===== src/sv/fbtp_pkg.sv =====
// Package of the bundle text parser: types, codes, name and limit tables.
// No dependencies.
`timescale 1ns / 1ps
`default_nettype none

package fbtp_pkg;

	localparam int LINE_LIMIT  = 32;
	localparam int IMAGE_KINDS = 11;
	localparam int LEN_W       = $clog2(LINE_LIMIT);
	localparam int MAX_RES     = 3;

	typedef enum logic [1:0] {PH_NAME, PH_COUNT, PH_DATA, PH_FAIL} phase_t;
	typedef enum logic [2:0] {F_START, F_PLUS, F_ZERO, F_PREFIX, F_DIGITS, F_BAD} form_t;

	typedef logic [1:0] kind_t;
	localparam kind_t KIND_WORD   = 2'd0;
	localparam kind_t KIND_IMAGE  = 2'd1;
	localparam kind_t KIND_ACCEPT = 2'd2;
	localparam kind_t KIND_ERROR  = 2'd3;

	typedef logic [3:0] err_t;
	localparam err_t ERR_TOO_LONG   = 4'd0;
	localparam err_t ERR_UNKNOWN    = 4'd1;
	localparam err_t ERR_NO_SIZE    = 4'd2;
	localparam err_t ERR_BAD_SIZE   = 4'd3;
	localparam err_t ERR_TOO_BIG    = 4'd4;
	localparam err_t ERR_NO_DATA    = 4'd5;
	localparam err_t ERR_BAD_DATA   = 4'd6;
	localparam err_t ERR_DUPLICATE  = 4'd7;
	localparam err_t ERR_NO_UTILITY = 4'd8;

	typedef struct packed {
		phase_t                 phase;
		logic [LEN_W-1:0]       line_length;
		logic [IMAGE_KINDS-1:0] name_candidates;
		logic [31:0]            acc;
		logic                   ovf;
		form_t                  form;
		logic [3:0]             cur_image;
		logic [15:0]            words_expected;
		logic [15:0]            words_done;
		logic [IMAGE_KINDS-1:0] images_seen;
		logic                   line_stopped;
	} parse_state_t;

	localparam parse_state_t STATE_RESET = '{
		phase: PH_NAME, line_length: '0, name_candidates: '1, acc: '0, ovf: 1'b0,
		form: F_START, cur_image: '0, words_expected: '0, words_done: '0,
		images_seen: '0, line_stopped: 1'b0};

	typedef struct packed {
		kind_t       kind;
		logic [3:0]  image_id;
		logic [15:0] word_index;
		logic [31:0] word_value;
		err_t        error_code;
		logic        final_res;
	} result_t;

	typedef struct packed {
		logic       load;
		logic [1:0] count;
	} q_load_t;

	localparam logic [8*7-1:0] UTIL_TXT = "utility";
	localparam logic [8*8-1:0] FW_TXT   = "firmware";
	localparam logic [8*6-1:0] CFG_TXT  = "config";

	function automatic logic [3:0] name_len(input logic [3:0] id);
		logic [3:0] n;
		n = 4'd0;
		case (id) inside
			4'd0:          n = 4'd7;
			[4'd1:4'd3]:   n = 4'd9;
			[4'd4:4'd10]:  n = 4'd7;
			default:       n = 4'd0;
		endcase
		return n;
	endfunction

	function automatic logic [15:0] word_limit(input logic [3:0] id);
		logic [15:0] w;
		w = 16'h0000;
		case (id) inside
			4'd0:          w = 16'h08c0;
			4'd1:          w = 16'hd400;
			4'd2:          w = 16'h0010;
			4'd3:          w = 16'h0092;
			[4'd4:4'd10]:  w = 16'h0400;
			default:       w = 16'h0000;
		endcase
		return w;
	endfunction

	// character of a name at a position, 0 past its end
	function automatic logic [7:0] name_char(input logic [3:0] id, input logic [LEN_W-1:0] pos);
		logic [7:0] c;
		c = 8'h00;
		if (id == 4'd0) begin
			if (pos < LEN_W'(7))
				c = UTIL_TXT[8*(6-int'(pos)) +: 8];
		end else if (id <= 4'd3) begin
			if (pos < LEN_W'(8))
				c = FW_TXT[8*(7-int'(pos)) +: 8];
			else if (pos == LEN_W'(8))
				c = 8'h30 + {4'h0, id};
		end else if (id <= 4'd10) begin
			if (pos < LEN_W'(6))
				c = CFG_TXT[8*(5-int'(pos)) +: 8];
			else if (pos == LEN_W'(6))
				c = 8'h30 + {4'h0, id - 4'd4};
		end
		return c;
	endfunction

	function automatic logic [7:0] to_lower(input logic [7:0] c);
		return (c >= 8'h41 && c <= 8'h5A) ? c + 8'h20 : c;
	endfunction

	// hex digit value, 31 when not a digit
	function automatic logic [4:0] digit_val(input logic [7:0] c);
		logic [7:0] l;
		l = c | 8'h20;
		if (c >= 8'h30 && c <= 8'h39)
			return 5'(c - 8'h30);
		else if (l >= 8'h61 && l <= 8'h66)
			return 5'(l - 8'h57);
		else
			return 5'd31;
	endfunction

endpackage

`default_nettype wire


===== src/sv/fbtp_parse.sv =====
// Per-character parse step: next parser state and up to three results.
// Depends on fbtp_pkg.
`timescale 1ns / 1ps
`default_nettype none

module fbtp_parse (
	input  fbtp_pkg::parse_state_t                    st,
	input  logic [7:0]                                ch,
	input  logic                                      last,
	output fbtp_pkg::parse_state_t                    st_next,
	output fbtp_pkg::result_t [fbtp_pkg::MAX_RES-1:0] res,
	output logic [1:0]                                n_res
);
	import fbtp_pkg::*;

	localparam logic [7:0] CH_NL   = 8'h0A;
	localparam logic [7:0] CH_NUL  = 8'h00;
	localparam logic [7:0] CH_PLUS = 8'h2B;
	localparam logic [7:0] CH_X    = 8'h78;

	function automatic result_t mk(input kind_t k, input logic [3:0] id,
		input logic [15:0] idx, input logic [31:0] val, input err_t e);
		return '{kind: k, image_id: id, word_index: idx, word_value: val,
			error_code: e, final_res: 1'b0};
	endfunction

	function automatic logic [3:0] err_id(input phase_t p, input logic [3:0] cur);
		return (p == PH_COUNT || p == PH_DATA) ? cur : 4'd0;
	endfunction

	logic [LEN_W-1:0]       pos;
	logic [7:0]             lc;
	logic [4:0]             dv;
	logic                   base16;
	logic [35:0]            acc_mul;
	logic [35:0]            acc_sum;
	logic                   num_ok;
	logic                   do_fin;
	logic [IMAGE_KINDS-1:0] cand;
	logic [3:0]             first;

	assign pos     = st.line_length;
	assign lc      = to_lower(ch);
	assign dv      = digit_val(ch);
	assign base16  = (st.phase != PH_COUNT);
	assign acc_mul = base16 ? {st.acc, 4'b0000}
		: ({1'b0, st.acc, 3'b000} + {3'b000, st.acc, 1'b0});
	assign acc_sum = acc_mul + {32'h0, dv[3:0]};

	always_comb begin
		st_next = st;
		res     = '0;
		n_res   = 2'd0;
		num_ok  = 1'b0;
		do_fin  = 1'b0;
		cand    = '0;
		first   = 4'd0;

		// character
		if (st.phase != PH_FAIL && ch != CH_NL) begin
			if (pos == LEN_W'(LINE_LIMIT - 1)) begin
				res[n_res] = mk(KIND_ERROR, err_id(st.phase, st.cur_image), '0, '0,
					ERR_TOO_LONG);
				n_res = n_res + 2'd1;
				st_next.phase = PH_FAIL;
			end else begin
				st_next.line_length = pos + LEN_W'(1);
				if (!st.line_stopped) begin
					if (ch == CH_NUL) begin
						st_next.line_stopped = 1'b1;
						if (st.phase == PH_NAME)
							for (int i = 0; i < IMAGE_KINDS; i++)
								if (LEN_W'(name_len(4'(i))) != pos)
									st_next.name_candidates[i] = 1'b0;
					end else if (st.phase == PH_NAME) begin
						for (int i = 0; i < IMAGE_KINDS; i++)
							if (name_char(4'(i), pos) != lc)
								st_next.name_candidates[i] = 1'b0;
					end else if (st.form != F_BAD) begin
						if (st.form == F_START && ch == CH_PLUS)
							st_next.form = F_PLUS;
						else if (st.form == F_ZERO && base16 && (ch | 8'h20) == CH_X)
							st_next.form = F_PREFIX;
						else if (base16 ? (dv >= 5'd16) : (dv >= 5'd10))
							st_next.form = F_BAD;
						else begin
							st_next.acc = acc_sum[31:0];
							if (acc_sum[35:32] != 4'h0)
								st_next.ovf = 1'b1;
							if (base16 && dv == 5'd0 && (st.form == F_START || st.form == F_PLUS))
								st_next.form = F_ZERO;
							else
								st_next.form = F_DIGITS;
						end
					end
				end
			end
		end

		// line end
		if (st_next.phase != PH_FAIL && st_next.line_length != '0 && (ch == CH_NL || last)) begin
			num_ok = (st_next.form == F_ZERO || st_next.form == F_DIGITS) && !st_next.ovf;
			unique case (st_next.phase)
				PH_NAME: begin
					cand = st_next.name_candidates;
					if (!st_next.line_stopped)
						for (int i = 0; i < IMAGE_KINDS; i++)
							if (LEN_W'(name_len(4'(i))) != st_next.line_length)
								cand[i] = 1'b0;
					for (int i = IMAGE_KINDS - 1; i >= 0; i--)
						if (cand[i])
							first = 4'(i);
					if (cand == '0) begin
						res[n_res] = mk(KIND_ERROR, 4'd0, '0, '0, ERR_UNKNOWN);
						n_res = n_res + 2'd1;
						st_next.phase = PH_FAIL;
					end else begin
						st_next.cur_image = first;
						st_next.phase = PH_COUNT;
					end
				end
				PH_COUNT: begin
					if (!num_ok) begin
						res[n_res] = mk(KIND_ERROR, st_next.cur_image, '0, '0, ERR_BAD_SIZE);
						n_res = n_res + 2'd1;
						st_next.phase = PH_FAIL;
					end else if (st_next.cur_image >= 4'(IMAGE_KINDS)
						|| st_next.acc > {16'h0, word_limit(st_next.cur_image)}) begin
						res[n_res] = mk(KIND_ERROR, st_next.cur_image, '0, '0, ERR_TOO_BIG);
						n_res = n_res + 2'd1;
						st_next.phase = PH_FAIL;
					end else begin
						st_next.words_expected = st_next.acc[15:0];
						st_next.words_done = 16'h0;
						if (st_next.acc[15:0] == 16'h0)
							do_fin = 1'b1;
						else
							st_next.phase = PH_DATA;
					end
				end
				PH_DATA: begin
					if (!num_ok) begin
						res[n_res] = mk(KIND_ERROR, st_next.cur_image, '0, '0, ERR_BAD_DATA);
						n_res = n_res + 2'd1;
						st_next.phase = PH_FAIL;
					end else begin
						res[n_res] = mk(KIND_WORD, st_next.cur_image, st_next.words_done,
							st_next.acc, ERR_TOO_LONG);
						n_res = n_res + 2'd1;
						st_next.words_done = st_next.words_done + 16'h1;
						if (st_next.words_done >= st_next.words_expected)
							do_fin = 1'b1;
					end
				end
				default: ;
			endcase
			if (do_fin) begin
				if (st_next.images_seen[st_next.cur_image]) begin
					res[n_res] = mk(KIND_ERROR, st_next.cur_image, '0, '0, ERR_DUPLICATE);
					n_res = n_res + 2'd1;
					st_next.phase = PH_FAIL;
				end else begin
					st_next.images_seen[st_next.cur_image] = 1'b1;
					res[n_res] = mk(KIND_IMAGE, st_next.cur_image, st_next.words_expected,
						'0, ERR_TOO_LONG);
					n_res = n_res + 2'd1;
					st_next.phase = PH_NAME;
				end
			end
			st_next.line_length     = '0;
			st_next.name_candidates = '1;
			st_next.acc             = '0;
			st_next.ovf             = 1'b0;
			st_next.form            = F_START;
			st_next.line_stopped    = 1'b0;
		end

		// end of bundle
		if (last) begin
			unique case (st_next.phase)
				PH_NAME: begin
					if (st_next.images_seen[0])
						res[n_res] = mk(KIND_ACCEPT, 4'd0, '0, '0, ERR_TOO_LONG);
					else
						res[n_res] = mk(KIND_ERROR, 4'd0, '0, '0, ERR_NO_UTILITY);
					n_res = n_res + 2'd1;
				end
				PH_COUNT: begin
					res[n_res] = mk(KIND_ERROR, st_next.cur_image, '0, '0, ERR_NO_SIZE);
					n_res = n_res + 2'd1;
				end
				PH_DATA: begin
					res[n_res] = mk(KIND_ERROR, st_next.cur_image, '0, '0, ERR_NO_DATA);
					n_res = n_res + 2'd1;
				end
				default: ;
			endcase
			st_next = STATE_RESET;
		end

		if (n_res != 2'd0)
			res[n_res - 2'd1].final_res = 1'b1;
	end

endmodule

`default_nettype wire


===== src/sv/fbtp_outq.sv =====
// Result queue of up to three results per character, drained one per cycle while head_ready is high.
// Depends on fbtp_pkg.
`timescale 1ns / 1ps
`default_nettype none

module fbtp_outq (
	input  logic                                      clk,
	input  logic                                      arst_n,
	input  fbtp_pkg::q_load_t                         ld,
	input  fbtp_pkg::result_t [fbtp_pkg::MAX_RES-1:0] res_in,
	output logic                                      can_load,
	output fbtp_pkg::result_t                         head,
	output logic                                      head_valid,
	input  logic                                      head_ready
);
	import fbtp_pkg::*;

	result_t [MAX_RES-1:0] res_q;
	logic [1:0]            cnt_q;
	logic                  pop;

	assign head_valid = (cnt_q != 2'd0);
	assign pop        = head_valid && head_ready;
	assign can_load   = (cnt_q == 2'd0) || (cnt_q == 2'd1 && head_ready);
	assign head       = res_q[0];

	always_ff @(posedge clk or negedge arst_n) begin
		if (!arst_n) begin
			cnt_q <= 2'd0;
		end else if (ld.load) begin
			cnt_q <= ld.count;
		end else if (pop) begin
			cnt_q <= cnt_q - 2'd1;
		end
	end

	always_ff @(posedge clk) begin
		if (ld.load) begin
			res_q <= res_in;
		end else if (pop) begin
			res_q[0] <= res_q[1];
			res_q[1] <= res_q[2];
		end
	end

endmodule

`default_nettype wire


===== src/sv/firmware_bundle_text_parser_core.sv =====
// Firmware bundle text parser, top level.
// Depends on fbtp_pkg, fbtp_parse and fbtp_outq.
//
// Input channel (in_valid/in_ready): one bundle character per request in
// byte_in; last marks the final character and also ends the open line.
// Output channel (out_valid/out_ready): result requests carrying kind,
// image_id, word_index, word_value, error_code and final_res; final_res
// marks the last result a character produced. A character yields 0 to 3
// results.
// An accepted character is registered in the input register and parsed
// from there; the parser state and its results are registered when the
// result queue can take them, and results are offered from the queue head.
// Throughput: one character per cycle while each character yields at most
// one result and out_ready is high; more results stall it as the queue drains.
// Reset clears the parser to expect an image name with no images seen, and
// empties the input register and the result queue.
// When the receiver stalls, results wait in the queue, the next character
// waits in the input register, and in_ready drops once both are held.
`timescale 1ns / 1ps
`default_nettype none

module firmware_bundle_text_parser_core (
	input  logic        clk,
	input  logic        arst_n,
	input  logic        in_valid,
	output logic        in_ready,
	input  logic [7:0]  byte_in,
	input  logic        last,
	output logic        out_valid,
	input  logic        out_ready,
	output logic [1:0]  kind,
	output logic [3:0]  image_id,
	output logic [15:0] word_index,
	output logic [31:0] word_value,
	output logic [3:0]  error_code,
	output logic        final_res
);
	import fbtp_pkg::*;

	logic                  valid_s1;
	logic [7:0]            byte_s1;
	logic                  last_s1;
	logic                  consume;
	logic                  can_load;
	parse_state_t          state_q;
	parse_state_t          state_next;
	result_t [MAX_RES-1:0] res;
	logic [1:0]            n_res;
	q_load_t               ld;
	result_t               head;

	assign consume  = valid_s1 && can_load;
	assign in_ready = !valid_s1 || consume;
	assign ld.load  = consume && (n_res != 2'd0);
	assign ld.count = n_res;

	always_ff @(posedge clk or negedge arst_n) begin
		if (!arst_n) begin
			valid_s1 <= 1'b0;
		end else if (in_ready) begin
			valid_s1 <= in_valid;
		end
	end

	always_ff @(posedge clk) begin
		if (in_valid && in_ready) begin
			byte_s1 <= byte_in;
			last_s1 <= last;
		end
	end

	always_ff @(posedge clk or negedge arst_n) begin
		if (!arst_n) begin
			state_q <= STATE_RESET;
		end else if (consume) begin
			state_q <= state_next;
		end
	end

	fbtp_parse u_parse (
		.st      (state_q),
		.ch      (byte_s1),
		.last    (last_s1),
		.st_next (state_next),
		.res     (res),
		.n_res   (n_res)
	);

	fbtp_outq u_outq (
		.clk        (clk),
		.arst_n     (arst_n),
		.ld         (ld),
		.res_in     (res),
		.can_load   (can_load),
		.head       (head),
		.head_valid (out_valid),
		.head_ready (out_ready)
	);

	assign kind       = head.kind;
	assign image_id   = head.image_id;
	assign word_index = head.word_index;
	assign word_value = head.word_value;
	assign error_code = head.error_code;
	assign final_res  = head.final_res;

endmodule

`default_nettype wire


===== config.mk =====
export PLATFORM = sky130hd
export DESIGN_NAME = firmware_bundle_text_parser_core
export DESIGN_NICKNAME = d
export VERILOG_FILES = /design/src/sv/fbtp_pkg.sv /design/src/sv/fbtp_parse.sv /design/src/sv/fbtp_outq.sv /design/src/sv/firmware_bundle_text_parser_core.sv
export SDC_FILE = /design/constraint.sdc
export NUM_CORES = 1
export LEC_CHECK = 0
export CELL_PAD_IN_SITES_DETAIL_PLACEMENT = 2
export CELL_PAD_IN_SITES_GLOBAL_PLACEMENT = 2
export CORE_MARGIN = 3
export CORE_UTILIZATION = 42
export CTS_BUF_LIST = sky130_fd_sc_hd__clkbuf_8
export CTS_CLUSTER_SIZE = 8
export DETAILED_ROUTE_END_ITERATION = 7
export DONT_BUFFER_PORTS = 1
export PLACE_DENSITY_LB_ADDON = 0.1
export SYNTH_ARGS = -nofsm -noshare
export SYNTH_HDL_FRONTEND = slang
export SYNTH_SLANG_ARGS = --single-unit

===== constraint.sdc =====
create_clock -name clk -period 13.05 [get_ports clk]
set_input_delay 1.305 -clock clk [delete_from_list [all_inputs] [get_ports clk]]
set_output_delay 1.305 -clock clk [all_outputs]
set_load 0.03 [all_outputs]

==> flow_summary.json <==
{
  "outcome": "finished clean",
  "route.final.wire_length_mm": 81.2,
  "drive_above_1_share_pct": 7.94,
  "timing.max_cap.violations": 0,
  "drt_first_iter_violations": 1384,
  "clock_tree_from_tritoncts": "yes",
  "ant_nets": 0,
  "portion_of_the_clock_cycle_consumed_by_the_worst_path_in_the_final_layout_pct": 93.5,
  "post_cts.repair.setup_buffers": 0,
  "area_delta_synth_final_pct": 5.22,
  "antenna_found_initial": 1,
  "synth-adder-area-share_pct": 5.94,
  "clock-sinks": 258,
  "actual_slew_at_the_worst_max_slew_pin_ns": 1.18,
  "finalHoldViolations": 0,
  "initial_core_util_pct": 43.0,
  "ys_seq_area_share_pct": 35.7,
  "postLayoutCellArea_um2": 21300,
  "routabilityCongestion": 0.858,
  "synth-main-ff-cell": "edfxtp_1",
  "overflow": 0,
  "yosysUniqueCellTypes": 101,
  "worstPathArrival_ns": 12.56,
  "synth_top_family_by_area": "compound AO/OA/AOI/OAI gates",
  "place_area_um2": 20300,
  "insertion_delay_ns": 0.63,
  "final_net_count": 2373,
  "edff_count_synth": 153,
  "critPathMaxFanout": 76,
  "setup_cp_type": "reg2reg",
  "cts_resized": 0,
  "cts_hold_repair.buffers": 0,
  "die_height_um": 226,
  "syn-instance-count": 2380,
  "post_syn_area_per_cell_um2": 8.51,
  "finalClockSkew_ns": 0.0168,
  "synthMuxAreaShare_pct": 1.86,
  "slew_violations": 0,
  "fp.dieW_um": 226,
  "endpoint_kind": "flip-flop",
  "route.vias.total": 19400,
  "max_slew_margin_pct": 21.0,
  "coreArea_um2": 47100,
  "layout_min_cycle_time_ns": 12.20,
  "reg2reg_depth": 44,
  "hp-class": "in2async",
  "vdd_ir_drop_max_v": 0.000197,
  "fin_ws_ns": 0.846,
  "synth-async-reset-ratio_pct": 40.7,
  "drcViolationCount": 0,
  "grt_pass1_vias": 20900,
  "num_rows": 79,
  "clk_path_buf_depth": 3,
  "timing.critical_path.mode_cell": "ha_1",
  "mappedNetlistNets": 2488,
  "top_level_ports": 74,
  "setup_viol": 0,
  "drt_pass1_iterations": 5,
  "setup_tns_ns": 0,
  "grt_setup_unrepaired": "false",
  "worst_path_largest_cell_delay_ns": 0.73,
  "grt_resource_usage_total_pct": 31.7,
  "post_drt_wl_per_cell_um": 27.9,
  "leakagePower_uw": 0.00794,
  "clk_root_buffer_cell": "clkbuf_8",
  "detailedPlacementHpwl_mm": 59.3,
  "power_per_cell_area_nw_per_um2": 202,
  "maximum_number_of_pins_on_one_net_before_global_route_repair": 106,
  "cts_made_buffers": 48,
  "antennaDiodeCount": 0,
  "synth_xor_xnor_area_share_pct": 2.08,
  "worstPathRequired_ns": 13.41,
  "yosys.area_share.simple_pct": 21.6,
  "achievable-frequency_mhz": 81.9,
  "port_buffers": 0,
  "critical_path.slowest_cell": "buf_4",
  "design.die.area_um2": 50900,
  "htreeDepth": 2,
  "worst_setup_hold_path_clk_slew_ns": 0.07,
  "timing.rr.start": "byte_s1[0]",
  "yosys_warnings": 0,
  "netlist_area_um2": 20200,
  "dp_worst_setup_slack_ns": 0.844,
  "crit_path_start_kind": "flip-flop",
  "synth-seq-cells": 258,
  "final_cell_mix": "270 x nand2_1, 218 x nor2_1, 153 x edfxtp_1",
  "mostFrequentLayoutCell": "nand2_1",
  "detail_route.vias_per_cell": 6.66,
  "r2r_setup_slack_ns": 0.85,
  "grt_first_pass_wirelength_mm": 126,
  "compound_cell_area_share_of_the_yosys_netlist_pct": 26.0,
  "r2r_end": "u_outq.head[38]",
  "filler_cell_count": 5208
}
per-stage QoR:
stage	total power [uW]	hold slack [ns]	std cells	util, %
global placement	3320	0.467	2822	43.2
CTS	4300	0.331	2912	45.3
global route	4540	0.344	2912	45.3
detailed placement	3450	0.487	2822	43.2
floorplan	2910	0.456	2380	-
finish	4310	0.382	2912	45.3
final cells by class:
type,instances,area (um2),area share (%)
repair buffers,34,268,1.26
well taps,607,759,3.56
flip-flops and latches,258,7240,34.0
clock inverters,36,240,1.13
multi-input cells,1827,11700,54.9
clock buffers,54,743,3.49
inverters,96,365,1.71
registers in the layout, indices dropped and copies added, names as in the netlist:
name / cells
state_q: 102
byte_s1: 8
u_outq.head: 59
u_outq.cnt_q: 2
u_outq.res_q: 85
valid_s1: 1
last_s1: 1
layer usage:
metal  vias up  GRT usage [%]  part of all wire (%)
met5         -              0                 0.012
met4         2           12.4                   4.3
met2       562           55.1                    49
met1      9981           39.9                    42
met3       193           4.43                   5.0
li1       8654              -                     -
worst max-delay path: cells and delay by family, from the launching register on:
kind                     cells  cell delay [ns]
XOR/XNOR                     1             0.21
flip-flops                   1             0.72
AO/OA/AOI/OAI               12             3.07
adder cells (fa/ha/maj)      6             1.95
multiplexers                 2             0.65
buffers and inverters        5             1.40
AND/OR/NAND/NOR             18             3.82
synth_stat cells, types with 32 or more instances:
cell      count  area share (%)
a211oi_1     36             1.3
o22ai_1      32            0.99
clkbuf_1     97             1.8
o21ai_0     142             3.5
nand2_1     271             5.0
inv_1        93             1.7
buf_4        61             2.3
nand3_1      71             1.8
nor2_1      220             4.1
a22o_1       42             1.8
o31ai_1      49             1.8
o21ai_1      37            0.91
ha_1         93             5.7
dfrtp_1      94              12
xnor2_1      33             1.4
edfxtp_1    153              23
a21oi_1     111             2.7
nor3_1       64             1.6
nand4_1      32            0.99
how the worst max path moves through the flow:
stage / start / end / slack [ns] / depth (start not counted)
after detailed placement: byte_s1[0] / u_outq.res_q[78] / 0.84 / 45
after floorplan: state_q[101] / u_outq.cnt_q[0] / 1.04 / 48
after CTS: byte_s1[0] / u_outq.res_q[79] / 0.76 / 45
final: byte_s1[0] / u_outq.head[38] / 0.85 / 44
after global placement: byte_s1[0] / u_outq.res_q[73] / 1.69 / 45
after global routing: byte_s1[0] / u_outq.res_q[85] / 0.001 / 46
where the power goes:
part           internal, uW  switching, uW  leakage [uW]
sequential             1260            383       0.00293
combinational           520           1320       0.00444
clock                   441            390      0.000570
total                  2220           2090       0.00794
cell families after synthesis:
kind of cell | Yosys count
compound gates | 757
xor+xnor | 48
fa+ha+maj | 95
buf+inv | 295
flops | 258
mux | 36
simple gates | 891
(Power assumes the default switching activity.)
